`config.mk`:
```
export PLATFORM = sky130hd
export DESIGN_NAME = pcc_zone_cell
export DESIGN_NICKNAME = d
export VERILOG_FILES = /design/src/sv/pcc_pkg.sv /design/src/sv/pcc_zone_cell.sv
export SDC_FILE = /design/constraint.sdc
export NUM_CORES = 2
export LEC_CHECK = 0
export BUFFER_PORTS_ARGS = -buffer_cell sky130_fd_sc_hd__buf_2
export CORE_AREA = 2 2 406 408
export CTS_BUF_LIST = sky130_fd_sc_hd__clkbuf_8
export DETAILED_ROUTE_END_ITERATION = 6
export DIE_AREA = 0 0 408 410
export SLEW_MARGIN = 0
export SYNTH_ARGS = -nofsm -noshare
export SYNTH_HDL_FRONTEND = slang
export SYNTH_SLANG_ARGS = --single-unit
```
`constraint.sdc`:
```
create_clock -name clk -period 9.7 [get_ports clk]
set_input_delay 1.94 -clock clk [delete_from_list [all_inputs] [get_ports clk]]
set_output_delay 1.94 -clock clk [all_outputs]
set_load 0.005 [all_outputs]
```
`src/sv/pcc_pkg.sv`:
```
// ----------------------------------------------------------------------------
// pcc_pkg
// shared types, codes and constants of the path clearance checker
// ----------------------------------------------------------------------------
package pcc_pkg;

    localparam int DEF_ZONE_COUNT  = 16;
    localparam int DEF_COORD_WIDTH = 18;

    // 180 and 360 degrees at 1/256 degree per lsb
    localparam int HALF_TURN  = 46080;
    localparam int FULL_TURN  = 92160;
    // signed width that holds the seam azimuth
    localparam int SEAM_WIDTH = 18;

    localparam int CFG_INDEX_WIDTH = 2;
    localparam int CFG_DATA_WIDTH  = 2;

    localparam logic [CFG_INDEX_WIDTH-1:0] REG_MOTION_PROFILE = 2'd0;
    localparam logic [CFG_INDEX_WIDTH-1:0] REG_AZIMUTH_WRAPS  = 2'd1;

    localparam logic [1:0] PROFILE_LINEAR   = 2'd0;
    localparam logic [1:0] PROFILE_AZ_FIRST = 2'd1;
    localparam logic [1:0] PROFILE_EL_FIRST = 2'd2;

    localparam logic REQ_LOAD  = 1'b0;
    localparam logic REQ_CHECK = 1'b1;

    typedef enum logic [2:0] {
        ST_IDLE,
        ST_SETUP,
        ST_CLASSIFY,
        ST_DIVIDE,
        ST_WAIT,
        ST_DONE
    } pcc_state_t;

    typedef struct packed {
        logic valid;
        logic hit;
    } pcc_tok_ctl_t;

    function automatic int point_width(input int coord_width);
        return (coord_width > SEAM_WIDTH) ? coord_width : SEAM_WIDTH;
    endfunction

endpackage

```
`src/sv/pcc_zone_cell.sv`:
```
// ----------------------------------------------------------------------------
// pcc_zone_cell
// one zone of the table: holds its bounds and clips a passing segment
// against them in two stages, then hands the segment to the next cell
// ----------------------------------------------------------------------------
module pcc_zone_cell
    import pcc_pkg::*;
#(
    parameter int COORD_WIDTH = DEF_COORD_WIDTH
)
(
    input  logic                              clk,
    input  logic                              rst_n,
    input  logic                              ld_we,
    input  logic                              ld_enable,
    input  logic signed [COORD_WIDTH-1:0]     ld_az_low,
    input  logic signed [COORD_WIDTH-1:0]     ld_az_high,
    input  logic signed [COORD_WIDTH-1:0]     ld_el_low,
    input  logic signed [COORD_WIDTH-1:0]     ld_el_high,
    input  pcc_tok_ctl_t                      in_ctl,
    input  logic signed [point_width(COORD_WIDTH)-1:0] in_x0,
    input  logic signed [point_width(COORD_WIDTH)-1:0] in_y0,
    input  logic [point_width(COORD_WIDTH):0] in_dx,
    input  logic                              in_dx_neg,
    input  logic [point_width(COORD_WIDTH):0] in_dy,
    input  logic                              in_dy_neg,
    output pcc_tok_ctl_t                      out_ctl,
    output logic signed [point_width(COORD_WIDTH)-1:0] out_x0,
    output logic signed [point_width(COORD_WIDTH)-1:0] out_y0,
    output logic [point_width(COORD_WIDTH):0] out_dx,
    output logic                              out_dx_neg,
    output logic [point_width(COORD_WIDTH):0] out_dy,
    output logic                              out_dy_neg
);

    localparam int PW = point_width(COORD_WIDTH);
    localparam int DW = PW + 1;
    localparam int EW = PW + 2;

    typedef struct packed {
        logic          ok;
        logic [DW-1:0] en;
        logic [DW-1:0] ex;
        logic [DW-1:0] d;
    } axis_t;

    function automatic axis_t clip_axis(
        input logic signed [PW-1:0]          p,
        input logic signed [COORD_WIDTH-1:0] lo,
        input logic signed [COORD_WIDTH-1:0] hi,
        input logic [DW-1:0]                 d,
        input logic                          neg
    );
        axis_t                r;
        logic signed [EW-1:0] pe;
        logic signed [EW-1:0] loe;
        logic signed [EW-1:0] hie;
        logic signed [EW-1:0] de;
        logic signed [EW-1:0] a;
        logic signed [EW-1:0] b;
        logic signed [EW-1:0] en;
        logic signed [EW-1:0] ex;
        pe  = EW'(p);
        loe = EW'(lo);
        hie = EW'(hi);
        de  = $signed({1'b0, d});
        if (d == '0)
        begin
            // still axis
            r.ok = (pe > loe) && (pe < hie);
            r.en = '0;
            r.ex = DW'(1);
            r.d  = DW'(1);
        end
        else
        begin
            if (neg)
            begin
                a = pe - loe;
                b = pe - hie;
            end
            else
            begin
                a = loe - pe;
                b = hie - pe;
            end
            en = (a < b) ? a : b;
            ex = (a < b) ? b : a;
            if (en < 0)
            begin
                en = '0;
            end
            if (en > de)
            begin
                en = de;
            end
            if (ex < 0)
            begin
                ex = '0;
            end
            if (ex > de)
            begin
                ex = de;
            end
            r.ok = 1'b1;
            r.en = en[DW-1:0];
            r.ex = ex[DW-1:0];
            r.d  = d;
        end
        return r;
    endfunction

    logic                          valid_reg;
    logic signed [COORD_WIDTH-1:0] az_low_reg;
    logic signed [COORD_WIDTH-1:0] az_high_reg;
    logic signed [COORD_WIDTH-1:0] el_low_reg;
    logic signed [COORD_WIDTH-1:0] el_high_reg;

    pcc_tok_ctl_t         a_ctl_reg;
    logic signed [PW-1:0] a_x0_reg;
    logic signed [PW-1:0] a_y0_reg;
    logic [DW-1:0]        a_dx_reg;
    logic                 a_dx_neg_reg;
    logic [DW-1:0]        a_dy_reg;
    logic                 a_dy_neg_reg;
    axis_t                a_ax_reg;
    axis_t                a_ay_reg;
    logic                 a_live_reg;

    pcc_tok_ctl_t         b_ctl_reg;
    pcc_tok_ctl_t         b_ctl_next;
    logic signed [PW-1:0] b_x0_reg;
    logic signed [PW-1:0] b_y0_reg;
    logic [DW-1:0]        b_dx_reg;
    logic                 b_dx_neg_reg;
    logic [DW-1:0]        b_dy_reg;
    logic                 b_dy_neg_reg;

    axis_t                ax_next;
    axis_t                ay_next;
    logic [2*DW-1:0]      prod_nx_dy;
    logic [2*DW-1:0]      prod_xy_dx;
    logic [2*DW-1:0]      prod_ny_dx;
    logic [2*DW-1:0]      prod_xx_dy;
    logic                 hit_here;

    always_ff @(posedge clk or negedge rst_n)
    begin
        if (!rst_n)
        begin
            valid_reg <= 1'b0;
        end
        else if (ld_we)
        begin
            valid_reg <= ld_enable;
        end
    end

    always_ff @(posedge clk)
    begin
        if (ld_we)
        begin
            az_low_reg  <= ld_az_low;
            az_high_reg <= ld_az_high;
            el_low_reg  <= ld_el_low;
            el_high_reg <= ld_el_high;
        end
    end

    // stage a: entry and exit parameters per axis
    always_comb
    begin
        ax_next = clip_axis(in_x0, az_low_reg, az_high_reg, in_dx, in_dx_neg);
        ay_next = clip_axis(in_y0, el_low_reg, el_high_reg, in_dy, in_dy_neg);
    end

    always_ff @(posedge clk or negedge rst_n)
    begin
        if (!rst_n)
        begin
            a_ctl_reg <= '0;
            b_ctl_reg <= '0;
        end
        else
        begin
            a_ctl_reg <= in_ctl;
            b_ctl_reg <= b_ctl_next;
        end
    end

    always_ff @(posedge clk)
    begin
        a_x0_reg     <= in_x0;
        a_y0_reg     <= in_y0;
        a_dx_reg     <= in_dx;
        a_dx_neg_reg <= in_dx_neg;
        a_dy_reg     <= in_dy;
        a_dy_neg_reg <= in_dy_neg;
        a_ax_reg     <= ax_next;
        a_ay_reg     <= ay_next;
        a_live_reg   <= valid_reg;
        b_x0_reg     <= a_x0_reg;
        b_y0_reg     <= a_y0_reg;
        b_dx_reg     <= a_dx_reg;
        b_dx_neg_reg <= a_dx_neg_reg;
        b_dy_reg     <= a_dy_reg;
        b_dy_neg_reg <= a_dy_neg_reg;
    end

    // stage b: latest entry before earliest exit, cross-multiplied
    always_comb
    begin
        prod_nx_dy = a_ax_reg.en * a_ay_reg.d;
        prod_xy_dx = a_ay_reg.ex * a_ax_reg.d;
        prod_ny_dx = a_ay_reg.en * a_ax_reg.d;
        prod_xx_dy = a_ax_reg.ex * a_ay_reg.d;
        hit_here   = a_live_reg && a_ax_reg.ok && a_ay_reg.ok
                     && (a_ax_reg.en < a_ax_reg.ex) && (a_ay_reg.en < a_ay_reg.ex)
                     && (prod_nx_dy < prod_xy_dx) && (prod_ny_dx < prod_xx_dy);
        b_ctl_next.valid = a_ctl_reg.valid;
        b_ctl_next.hit   = a_ctl_reg.hit || (a_ctl_reg.valid && hit_here);
    end

    assign out_ctl    = b_ctl_reg;
    assign out_x0     = b_x0_reg;
    assign out_y0     = b_y0_reg;
    assign out_dx     = b_dx_reg;
    assign out_dx_neg = b_dx_neg_reg;
    assign out_dy     = b_dy_reg;
    assign out_dy_neg = b_dy_neg_reg;

endmodule

```
==> flow_summary_export.csv <==
group,metric,value,unit
outcome,run_status,"finished, final reports clean",
cells_and_area,drive_gt1_share,7.00,%
route,vias,54000,
setup_path,critPathLaunch,"a_ay_reg[14]",
sta,worst_pin_slew,1.14,ns
cts,clock_sinks,346,
cts,ctsHoldBuffers,0,
route,avgRoutedWirePerCell,19.6,um
synth,syn_area_per_cell,8.69,um2
place,place_hpwl,167,mm
setup_path,rr_endpoint,"out_ctl[0]",
cells_and_area,syn2layout_area_growth,7.35,%
cts,cts_max_level,2,
synth,synth-xor-area-share,2.50,%
sta,slew_headroom,24.1,%
setup_path,crit_slowest_cell,"dfxtp_1",
synth,netlist_top_cells_count,"inv_1, fa_1, nand2_1",
setup_path,crit_type,"reg2reg",
floorplanning,core_area,163000,um2
cts,clk_pin_slew,0.08,ns
global_routing,grt_use_total,24.5,%
global_routing,grt_pass1_vias,57100,
hold_path,min_from,"a_dx_reg[11]",
synth,synth_top_area_cell,"fa_1",
cts,cts_tree,"done",
synth,synth-edff-count,72,
synth,synth_cells,8009,
sta,setup_viol,0,
sta,clock.fmax,109,MHz
setup_path,endpoint,"out_ctl[0]",
synth,synth_cell_types,97,
floorplanning,ios,232,
floorplanning,dieArea,167000,um2
global_routing,grt_pass1_wl,321,mm
floorplanning,start_util,42.6,%
route,ant_nets,0,
route,vias_per_cell,5.24,
synth,synthAdderAreaFrac,48.8,%
cts,cts_resized,0,
synth,ys.flop_type,"dfxtp_1",
sta,finalClockSkew,0.0597,ns
cells_and_area,final_cell_area,74700,um2
route,drt-total-wl,202,mm
place,gp_congestion,0.946,
synth,synth_compound_area_share,9.58,%
synth,synth_seq_cells,346,
synth,synth_most_common_cell,"inv_1",
setup_path,timing.rr.start,"a_ay_reg[14]",
global_routing,grt_start_max_net_pins,60,
route,drc,0,
place,io_buffers,231,
job,maxCapViolations,0,
synth,synth_top_area_share,33.4,%
sta,period_share,94.7,%
synth,synth_top_family_by_area,"adder cells",
global_routing,antenna_found_initial,16,
synth,syn_area,69600,um2
setup_path,start_kind,"register",
setup_path,cpMostUsedCell,"fa_1",
cts,cts_inserted_buffers,53,
floorplanning,fp.dieH,410,um
cells_and_area,fillers,16100,
synth,async_flop_share,1.45,%
setup_path,crit_arrival,9.80,ns
sta,slew_violations,0,
route,dr.pass1.iters,6,
cells_and_area,nets,10200,
floorplanning,die_w,408,um
sta,rsz0062_at_grt,"false",
setup_path,cp.required,10.32,ns
synth,synth_area_leaders,"fa_1, ha_1, inv_1, dfxtp_1, and2_1",
setup_path,worstSetupEndpointType,"register",
synth,ys_seq_area_share,11.0,%
cts,clockRootBuffer,"clkbuf_8",
synth,yosysWarnings,0,
setup_path,path_max_fanout,11,
cts,clock_path_buffers,3,
global_routing,grt.overflow.total,0,
cells_and_area,fin_util,45.7,%
setup_path,cpPeakStageDelay,0.88,ns
synth,yosys.area_share.simple,15.7,%
sta,hold_viol,0,
floorplanning,row_count,149,
sta,fin_tns_setup,0,ns
route,first_iter_violations,3187,
cts,worstSkewPairLatency,0.76,ns
synth,muxShareOfSynthArea,0.674,%
cts,postCtsSetupBuffers,0,
hold_path,min_path_type,"reg2reg",
place,dpl-instance-area,73400,um2
setup_path,r2r_setup_slack,0.51,ns
sta,min_period,9.19,ns
setup_path,rr_worst_depth,31,
==> layout by cell type, fill, tap and decap left out, types with 15 or more instances in the layout <==
cell      instances
xor2_1           70
nand2_1         990
and3_1           15
buf_2           230
o21bai_1         33
o31ai_1          26
edfxtp_1         72
or3_1            15
ha_1            858
a21oi_1         292
nor2_1          203
fa_1           1160
o21a_1           31
a22o_1           29
and2_1          671
xnor2_1         123
a211oi_1         53
a31oi_1          17
dfxtp_1         256
mux2i_1          35
nand2b_1         42
o211ai_1         23
nand4_1          56
a21o_1          154
nor3_1           45
o21ai_0         172
inv_1          1764
nor2b_1          53
buf_4           175
nor4_1           17
clkbuf_8         64
nand3_1          59
==> critical path: cells and delay by family (launching register included) <==
kind	cells	cell delay, ns
AOI/OAI and AO/OA	12	2.75
adders and majority gates	8	3.60
xor gates and xnor gates	1	0.16
buffers and inverters	4	0.49
DFF	1	0.88
and+or+nand+nor	6	1.12
==> how the worst min path moves through the flow <==
| stage | slack [ns] | to | cells after the start |
|---|---|---|---|
| 2_1_floorplan | 0.31 | out_dx[0] | 0 |
| 3_3_place_gp | 0.31 | out_dy[12] | 0 |
| 3_5_place_dp | 0.31 | out_dx[9] | 0 |
| 4_1_cts | 0.29 | out_dx[11] | 0 |
| 5_1_grt | 0.28 | out_dx[11] | 0 |
| 6_report | 0.28 | out_dx[11] | 0 |
==> layer usage <==
layer | up-vias | global-route usage (%) | part of all wire (%) | routed length [um]
li1 | 24800 | - | - | -
met1 | 27200 | 30.7 | 41 | 82900
met2 | 1611 | 42.8 | 49 | 98500
met3 | 392 | 2.56 | 5.2 | 10600
met4 | 12 | 10.3 | 4.8 | 9760
met5 | - | 0 | 0.035 | 71
==> area by class of cell <==
cell class	instances	area, um2	share of cell area, %
clock buffer	64	881	1.18
inverter	1755	6590	8.82
tap	2189	2740	3.67
sequential	346	7690	10.3
multi-input combinational	5497	53800	72.0
timing repair buffer	412	2610	3.49
clock inverter	35	384	0.514
antenna	6	15.0	0.0201
==> per-stage QoR <==
step / cells / hold WS [ns] / worst slack, ns
5_1_grt: 10300 / 0.283 / 0.00529
3_5_place_dp: 10200 / 0.312 / 0.304
6_report: 10300 / 0.282 / 0.513
4_1_cts: 10300 / 0.293 / 0.292
3_3_place_gp: 10200 / 0.310 / 0.467
2_1_floorplan: 8012 / 0.310 / 1.26
==> kinds of logic after synthesis <==
logic type,count (synthesis)
AOI/OAI and AO/OA,1007
xor gates and xnor gates,198
adders and majority gates,2018
buffers and inverters,2169
DFF,346
muxes,45
other,1
and+or+nand+nor,2225
Power is not shown: default switching activity piles up to over one toggle a cycle in this logic, so the estimate is an artifact.
