===== config.mk =====
export PLATFORM = sky130hd
export DESIGN_NAME = pcc_divider
export DESIGN_NICKNAME = d
export VERILOG_FILES = /design/src/sv/pcc_pkg.sv /design/src/sv/pcc_divider.sv
export SDC_FILE = /design/constraint.sdc
export NUM_CORES = 1
export LEC_CHECK = 0
export BUFFER_PORTS_ARGS = -buffer_cell sky130_fd_sc_hd__buf_2
export CAP_MARGIN = 20
export CORE_ASPECT_RATIO = 1.1
export CORE_MARGIN = 5
export CORE_UTILIZATION = 60
export CTS_CLUSTER_SIZE = 10
export DETAILED_ROUTE_END_ITERATION = 8
export PLACE_DENSITY = 0.78
export SLEW_MARGIN = 20
export SYNTH_ARGS = -nofsm -noshare
export SYNTH_HDL_FRONTEND = slang
export SYNTH_SLANG_ARGS = --single-unit

===== constraint.sdc =====
create_clock -name clk -period 3.77 [get_ports clk]
set_clock_uncertainty 0.1 [all_clocks]
set_input_delay 0.1885 -clock clk [delete_from_list [all_inputs] [get_ports clk]]
set_output_delay 0.1885 -clock clk [all_outputs]
set_load 0.05 [all_outputs]

===== src/sv/pcc_pkg.sv =====
// ----------------------------------------------------------------------------
// pcc_pkg
// shared types, codes and constants of the path clearance checker
// ----------------------------------------------------------------------------
package pcc_pkg;

    localparam int DEF_ZONE_COUNT  = 16;
    localparam int DEF_COORD_WIDTH = 18;

    // 180 and 360 degrees at 1/256 degree per lsb
    localparam int HALF_TURN  = 46080;
    localparam int FULL_TURN  = 92160;
    // signed width that holds the seam azimuth
    localparam int SEAM_WIDTH = 18;

    localparam int CFG_INDEX_WIDTH = 2;
    localparam int CFG_DATA_WIDTH  = 2;

    localparam logic [CFG_INDEX_WIDTH-1:0] REG_MOTION_PROFILE = 2'd0;
    localparam logic [CFG_INDEX_WIDTH-1:0] REG_AZIMUTH_WRAPS  = 2'd1;

    localparam logic [1:0] PROFILE_LINEAR   = 2'd0;
    localparam logic [1:0] PROFILE_AZ_FIRST = 2'd1;
    localparam logic [1:0] PROFILE_EL_FIRST = 2'd2;

    localparam logic REQ_LOAD  = 1'b0;
    localparam logic REQ_CHECK = 1'b1;

    typedef enum logic [2:0] {
        ST_IDLE,
        ST_SETUP,
        ST_CLASSIFY,
        ST_DIVIDE,
        ST_WAIT,
        ST_DONE
    } pcc_state_t;

    typedef struct packed {
        logic valid;
        logic hit;
    } pcc_tok_ctl_t;

    function automatic int point_width(input int coord_width);
        return (coord_width > SEAM_WIDTH) ? coord_width : SEAM_WIDTH;
    endfunction

endpackage


===== src/sv/pcc_divider.sv =====
// ----------------------------------------------------------------------------
// pcc_divider
// rounded num * mul / den, one quotient bit per cycle
// ----------------------------------------------------------------------------
module pcc_divider
    import pcc_pkg::*;
#(
    parameter int DW = DEF_COORD_WIDTH + 1
)
(
    input  logic          clk,
    input  logic          rst_n,
    input  logic          start,
    input  logic [DW-1:0] num,
    input  logic [DW-1:0] mul,
    input  logic [DW-1:0] den,
    output logic          done,
    output logic [DW-1:0] quot
);

    localparam int PBW = 2 * DW;
    localparam int CW  = $clog2(PBW + 1);

    logic           run_reg;
    logic           done_reg;
    logic [CW-1:0]  cnt_reg;
    logic [PBW-1:0] prod_reg;
    logic [DW-1:0]  den_reg;
    logic [DW-1:0]  rem_reg;
    logic [DW-1:0]  quot_reg;

    logic [DW:0]    trial;
    logic           take;
    logic           round_up;

    always_comb
    begin
        trial    = {rem_reg, prod_reg[PBW-1]};
        take     = trial >= {1'b0, den_reg};
        round_up = {rem_reg, 1'b0} >= {1'b0, den_reg};
    end

    always_ff @(posedge clk or negedge rst_n)
    begin
        if (!rst_n)
        begin
            run_reg  <= 1'b0;
            done_reg <= 1'b0;
            cnt_reg  <= '0;
        end
        else
        begin
            done_reg <= 1'b0;
            if (start)
            begin
                run_reg <= 1'b1;
                cnt_reg <= CW'(PBW);
            end
            else if (run_reg)
            begin
                if (cnt_reg == '0)
                begin
                    run_reg  <= 1'b0;
                    done_reg <= 1'b1;
                end
                else
                begin
                    cnt_reg <= cnt_reg - 1'b1;
                end
            end
        end
    end

    always_ff @(posedge clk)
    begin
        if (start)
        begin
            prod_reg <= num * mul;
            den_reg  <= den;
            rem_reg  <= '0;
            quot_reg <= '0;
        end
        else if (run_reg)
        begin
            if (cnt_reg == '0)
            begin
                quot_reg <= quot_reg + DW'(round_up);
            end
            else
            begin
                prod_reg <= {prod_reg[PBW-2:0], 1'b0};
                rem_reg  <= take ? DW'(trial - {1'b0, den_reg}) : trial[DW-1:0];
                quot_reg <= {quot_reg[DW-2:0], take};
            end
        end
    end

    assign done = done_reg;
    assign quot = quot_reg;

endmodule


==> out/results.txt, run 1 <==
Largest register FFs = 38
Max FO, Critical Path = 10
Crit start category = primary input
Synthesis-stage register bit count = 103
Antenna Diode Count = 0
Leading cell types in the layout, fill and taps excluded = 341 x inv_1, 256 x fa_1, 216 x nand2_1
Tmin final = 5.53 ns
Clk root buf = clkbuf_16
Top_reg_cell synth = edfxtp_1
H-tree depth = 3
Yosys warns = 0
Clock latency at the later pin of the worst-skew pair = 0.36 ns
Die Width = 174 um
Num CTS Buffers = 9
Reg area = 2670 um2
Synth Cell Area = 17,700 um2
Fin nets = 2,729
IO Pins = 80
Most used cell along the critical path = fa_1
R2R Setup Slk = 0.29 ns
Status = finished with violations
IO buf count = 79
Slew @ Worst Pin = 0.595 ns
Final period util = 147%
EDFF count, synth = 57
Max Cap Viol = 0
Layout cells sized above 1 = 29.6%
Syn_nets = 2,456
Vias = 15,043
RePlAce Congestion = 0.902
Core area = 29,300 um2
Worst Setup Path Type = in2reg
Worst R2R Start = den_reg[5]
Largest net degree at the start of global routing = 41
Rows = 66
Max Buffers Root-to-Sink = 2
# DRC = 0
Crit-path slowest cell = fa_1
First-pass GRT wire length = 76.2 mm
Sequential area share after synthesis = 15.1%
Vias in the first global route = 15,708
Area of the multi-input gates = 14,400 um2
FF-to-FF path depth = 17
Distinct cell type count after synthesis = 66
Critical path required time = 3.78 ns
Final Hold Viols = 0
Post-DP HPWL = 34.3 mm
Final setup viols = 33
WP data arrival = 5.53 ns
Fill cells = 1,732
TritonRoute pass-1 iters = 5
Crit-path cells = buf_8 -> buf_6 -> buf_4 -> and2_1 -> fa_1 -> inv_1 -> fa_1 -> inv_1 -> ha_2 -> fa_1 -> fa_1 -> inv_2 -> fa_1 -> inv_2 -> ha_4 -> nand2_2 -> o31ai_4 -> a31oi_2 -> o31a_1 -> o41ai_4 -> buf_4 -> o31a_1 -> o22ai_1
Hold Crit Class = in2async
Post-route ant nets = 0
Worst setup margin = -1.76 ns
Minimum hold slack = 0.101 ns
R2R Path End = quot[16]
DR iter-0 viols = 1,355
Synth async-reset ratio = 7.77%
Total global-route track usage = 27.9%
Slew Viols, Final = 0
Die area = 33,000 um2
Synthesized area per cell = 9.00 um2
CTS sink count = 103
Bufs and invs on worst path = 8
CTS tree = built
Vias per inst = 5.75
Initial Util = 60.3%
Initial antenna violation count = 0
Drt total wl = 50.0 mm
Design Area, Final = 22,600 um2
Failing checks = negative setup slack
Crit. End Element = flip-flop
Slowest stage delay, CP = 0.54 ns
RSZ-0062 raised after global routing = yes
GRT overflow = 0
Routed len/inst = 19.1 um
Rel. slew slack = 60.4%
Synth Instances = 1,962
Placed Area = 20,300 um2
Die Y = 190 um
Most common cell after layout, fill and taps aside = inv_1
Max Freq = 0.181 GHz
CTS clk-pin slew, worst paths = 0.08 ns
Top Family by Delay on Critical Path = adder cells
Area growth, synth to finish = 28.2%
-- synth_stat cells (16+ instances only) --
master / instances / area share [%]
dfxtp_1: 38 / 4.3
nand2_1: 232 / 4.9
edfxtp_1: 57 / 9.7
and2_1: 200 / 7.1
a211oi_1: 18 / 0.76
ha_1: 145 / 10
o21ai_0: 47 / 1.3
xnor2_1: 36 / 1.8
nand4_1: 16 / 0.57
fa_1: 289 / 33
a21o_1: 33 / 1.4
clkbuf_1: 85 / 1.8
mux2_2: 31 / 2.0
a21oi_1: 63 / 1.8
nor2_1: 68 / 1.4
mux2i_1: 17 / 0.96
nand3_1: 17 / 0.48
inv_1: 402 / 8.5
-- logic make-up (layout without fill, tap and decap cells) --
family                     Yosys count  count (layout)  share of synthesized area [%]
xor gates and xnor gates            49              49                           2.43
and+or+nand+nor                    585             585                           16.4
buffers and inverters              491             769                           10.5
muxes                               48              48                           2.94
DFF                                103             103                           15.1
adders and majority gates          434             434                           43.0
AOI/OAI and AO/OA                  252             252                           9.57
-- worst max-delay path by stage --
stage	from	end	slack, ns	cells past startpoint
after floorplan	mul[9]	prod_reg[30]	-1.88	22
after global placement	num[11]	prod_reg[37]	-2.26	21
after detailed placement	num[11]	prod_reg[37]	-2.29	21
after CTS	mul[4]	prod_reg[32]	-1.63	21
after global routing	mul[9]	prod_reg[34]	-1.93	22
final	mul[7]	prod_reg[36]	-1.76	23
-- through the flow --
| stage | std cells | TNS [ns] | util [%] | setup WS [ns] |
|---|---|---|---|---|
| 4_1_cts | 2589 | -41.02 | 74.6 | -1.63 |
| 6_report | 2614 | -44.99 | 77.2 | -1.76 |
| 3_5_place_dp | 2527 | -61.11 | 69.1 | -2.29 |
| 5_1_grt | 2614 | -48.88 | 77.2 | -1.93 |
| 2_1_floorplan | 1962 | -44.83 | - | -1.88 |
| 3_3_place_gp | 2527 | -58.49 | 69.1 | -2.26 |
-- timing repair --
item / CTS / global route
cloned: 5 / 4
setup endpoints to repair: 33 / 35
pin swaps: 137 / 117
hold buffers: 20 / 0
buffers inserted: 22 / 25
hold endpoints to repair: 27 / 0
gates resized for setup: 241 / 130
-- layout make-up --
class                   count  share of cell area (%)
multi-input cells        1368                    63.7
repair buffers            351                    14.6
flip-flops and latches    103                    11.8
inverters                 402                    6.66
well taps                 374                    2.07
clock buffers              11                    1.03
clock inverters             5                   0.188
-- routing by layer --
metal  global-route usage (%)  vias up  wire [um]
li1                         -     6710          -
met1                     35.5     7480      19100
met2                     50.5      678      25800
met3                     3.14      175       2960
met4                     8.71        0       2080
met5                        0        -          0
-- worst register-to-register path, cell delays in order (launching register included) --
cell      delay (ns)
edfxtp_1        0.37
inv_1           0.10
ha_1            0.29
a21o_1          0.19
a21o_1          0.18
a21o_1          0.23
o21ai_0         0.18
nand2_1         0.10
a21o_1          0.20
ha_1            0.22
ha_1            0.22
nand2_1         0.14
nor4_2          0.06
and2_1          0.20
and4_1          0.23
nand2_1         0.07
o21ai_0         0.08
a211oi_1        0.22
Power of run 1 is not shown: default switching activity piles up to over one toggle a cycle in this logic, so the estimate is an artifact.
==> run 2, diff against run 1 <==
- RECOVER_POWER: not set -> 50
==> out/results.txt, run 2 (synthesized netlist as in run 1, its figures left out) <==
Status = finished with violations
Failing checks = max-capacitance violations, max-slew violations, negative setup slack
Vias per inst = 5.76 (+0.13%)
Design Area, Final = 22,600 um2 (-0.20%)
Num CTS Buffers = 9 (unchanged)
R2R Path End = quot[18]
CTS sink count = 103 (unchanged)
Vias in the first global route = 15,708 (unchanged)
WP data arrival = 5.52 ns (about the same)
Leading cell types in the layout, fill and taps excluded = 341 x inv_1, 256 x fa_1, 216 x nand2_1
CTS tree = built
Tmin final = 5.52 ns (-0.0107 ns)
Core area = 29,300 um2 (unchanged)
Die area = 33,000 um2 (unchanged)
IO buf count = 79 (unchanged)
Slew Viols, Final = 81 (+81)
Final setup viols = 33 (unchanged)
Final core occ = 77.1% (-0.16 points)
Total global-route track usage = 27.9% (unchanged)
Post-route ant nets = 0 (unchanged)
Slowest stage delay, CP = 0.56 ns (+0.02 ns)
Hold Crit Class = in2async
Critical path required time = 3.77 ns (about the same)
Worst Setup EP = prod_reg[36]
Initial Util = 60.3% (unchanged)
Area of the multi-input gates = 14,400 um2 (unchanged)
Max Buffers Root-to-Sink = 2 (unchanged)
Final period util = 146% (-0.28 points)
Clock latency at the later pin of the worst-skew pair = 0.35 ns (about the same)
Max Freq = 0.181 GHz (+0.19%)
TritonRoute pass-1 iters = 6 (+1)
Pre-CTS WS = -2.29 ns (unchanged)
Layout cells sized above 1 = 28.3% (-1.2 points)
Routed len/inst = 19.1 um (about the same)
IO Pins = 80 (unchanged)
Antenna Diode Count = 0 (unchanged)
CTS clk-pin slew, worst paths = 0.08 ns (about the same)
H-tree depth = 3 (unchanged)
Placed Instances = 2,527 (unchanged)
RSZ-0062 raised after global routing = yes
Post-DP HPWL = 34.3 mm (unchanged)
Rel. slew slack = -43.3% (-100 points)
Vias = 15,062 (+0.13%)
Crit. End Element = flip-flop
RePlAce Congestion = 0.902 (unchanged)
Worst R2R Start = den_reg[11]
# DRC = 0 (unchanged)
Die Y = 190 um (unchanged)
FF-to-FF path depth = 18 (+1)
R2R Setup Slk = 0.21 ns (-0.08 ns)
Slew @ Worst Pin = 2.15 ns (+1.55 ns)
Crit-path slowest cell = fa_2
Worst setup margin = -1.75 ns (+0.0107 ns)
GRT overflow = 0 (unchanged)
Final Hold Viols = 0 (unchanged)
Fill cells = 1,749 (+0.98%)
Crit-path cells = buf_12 -> buf_12 -> buf_6 -> and2_4 -> fa_2 -> fa_1 -> inv_2 -> fa_2 -> inv_2 -> fa_1 -> ha_4 -> inv_1 -> fa_1 -> inv_2 -> ha_4 -> o21a_1 -> o21ai_4 -> o31ai_4 -> a31oi_2 -> o31a_1 -> o41ai_4 -> buf_4 -> o31a_1 -> o22ai_1
Max FO, Critical Path = 6 (-4)
Initial antenna violation count = 0 (unchanged)
Clk root buf = clkbuf_16
Placed Area = 20,300 um2 (unchanged)
Drt total wl = 50.0 mm (about the same)
Area growth, synth to finish = 27.9%
Max Cap Viol = 2 (+2)
Fin nets = 2,729 (unchanged)
Worst Setup Path Type = in2reg
Largest net degree at the start of global routing = 41 (unchanged)
First-pass GRT wire length = 76.2 mm (unchanged)
Rows = 66 (unchanged)
Most common cell after layout, fill and taps aside = inv_1
Die Width = 174 um (unchanged)
Crit start category = primary input
DR iter-0 viols = 1,292 (-4.6%)
Largest register FFs = 38 (unchanged)
Reg area = 2670 um2 (unchanged)
Non-filler cells, final = 2,614 (unchanged)
CP Launch Point = mul[4]
-- run 2: cell types whose count changed in the layout (fill, tap and decap cells not counted), sizes merged --
cell / before / now
clkbuf: 16 / 43
buf: 324 / 297
-- run 2: worst max-delay path, delay by kind of cell --
kind                     cells  cell delay, ns
adder cells (fa/ha/maj)      7            3.02
AO/OA/AOI/OAI                8            1.44
buffers and inverters        8            0.74
AND/OR/NAND/NOR              1            0.13
-- run 2: timing repair --
| item | 4_1_cts | 5_1_grt |
|---|---|---|
| buffers inserted | 22 | 25 |
| gates cloned | 5 | 4 |
| setup endpoints to repair | 33 | 35 |
| gates resized for setup | 241 | 130 |
| hold buffers | 20 | 0 |
| pin swaps | 137 | 117 |
| endpoints found under the hold margin | 27 | 0 |
-- run 2: stage by stage --
step	hold WS, ns	setup TNS [ns]
detailed placement	-0.0634	-61.11
finish	0.187	-45.12
global placement	-0.0637	-58.49
CTS	0.0877	-41.02
global route	0.216	-49.19
floorplan	-0.207	-44.83
-- run 2: layout make-up --
cell class / instances / area share, %
multi-input combinational: 1368 / 63.8
timing repair buffer: 351 / 14.4
sequential: 103 / 11.8
inverter: 402 / 6.68
tap: 374 / 2.07
clock buffer: 11 / 1.03
clock inverter: 5 / 0.188
-- run 2: per-layer routing --
layer,track usage [%],part of all wire [%],up-vias
li1,-,-,6710
met1,35.5,38,7482
met4,8.71,4.5,0
met5,0,0,-
met3,3.14,5.7,182
met2,50.5,51,688
-- run 2: how the worst min path moves through the flow --
stage | start | slack (ns) | cells after the start | to
finish | rst_n | 0.19 | 2 | cnt_reg[1]
global route | rst_n | 0.22 | 2 | cnt_reg[1]
CTS | rst_n | 0.09 | 2 | cnt_reg[1]
detailed placement | rst_n | -0.06 | 1 | cnt_reg[5]
global placement | rst_n | -0.06 | 1 | cnt_reg[4]
floorplan | rst_n | -0.21 | 0 | cnt_reg[0]
Power of run 2 is left out for the same reason.
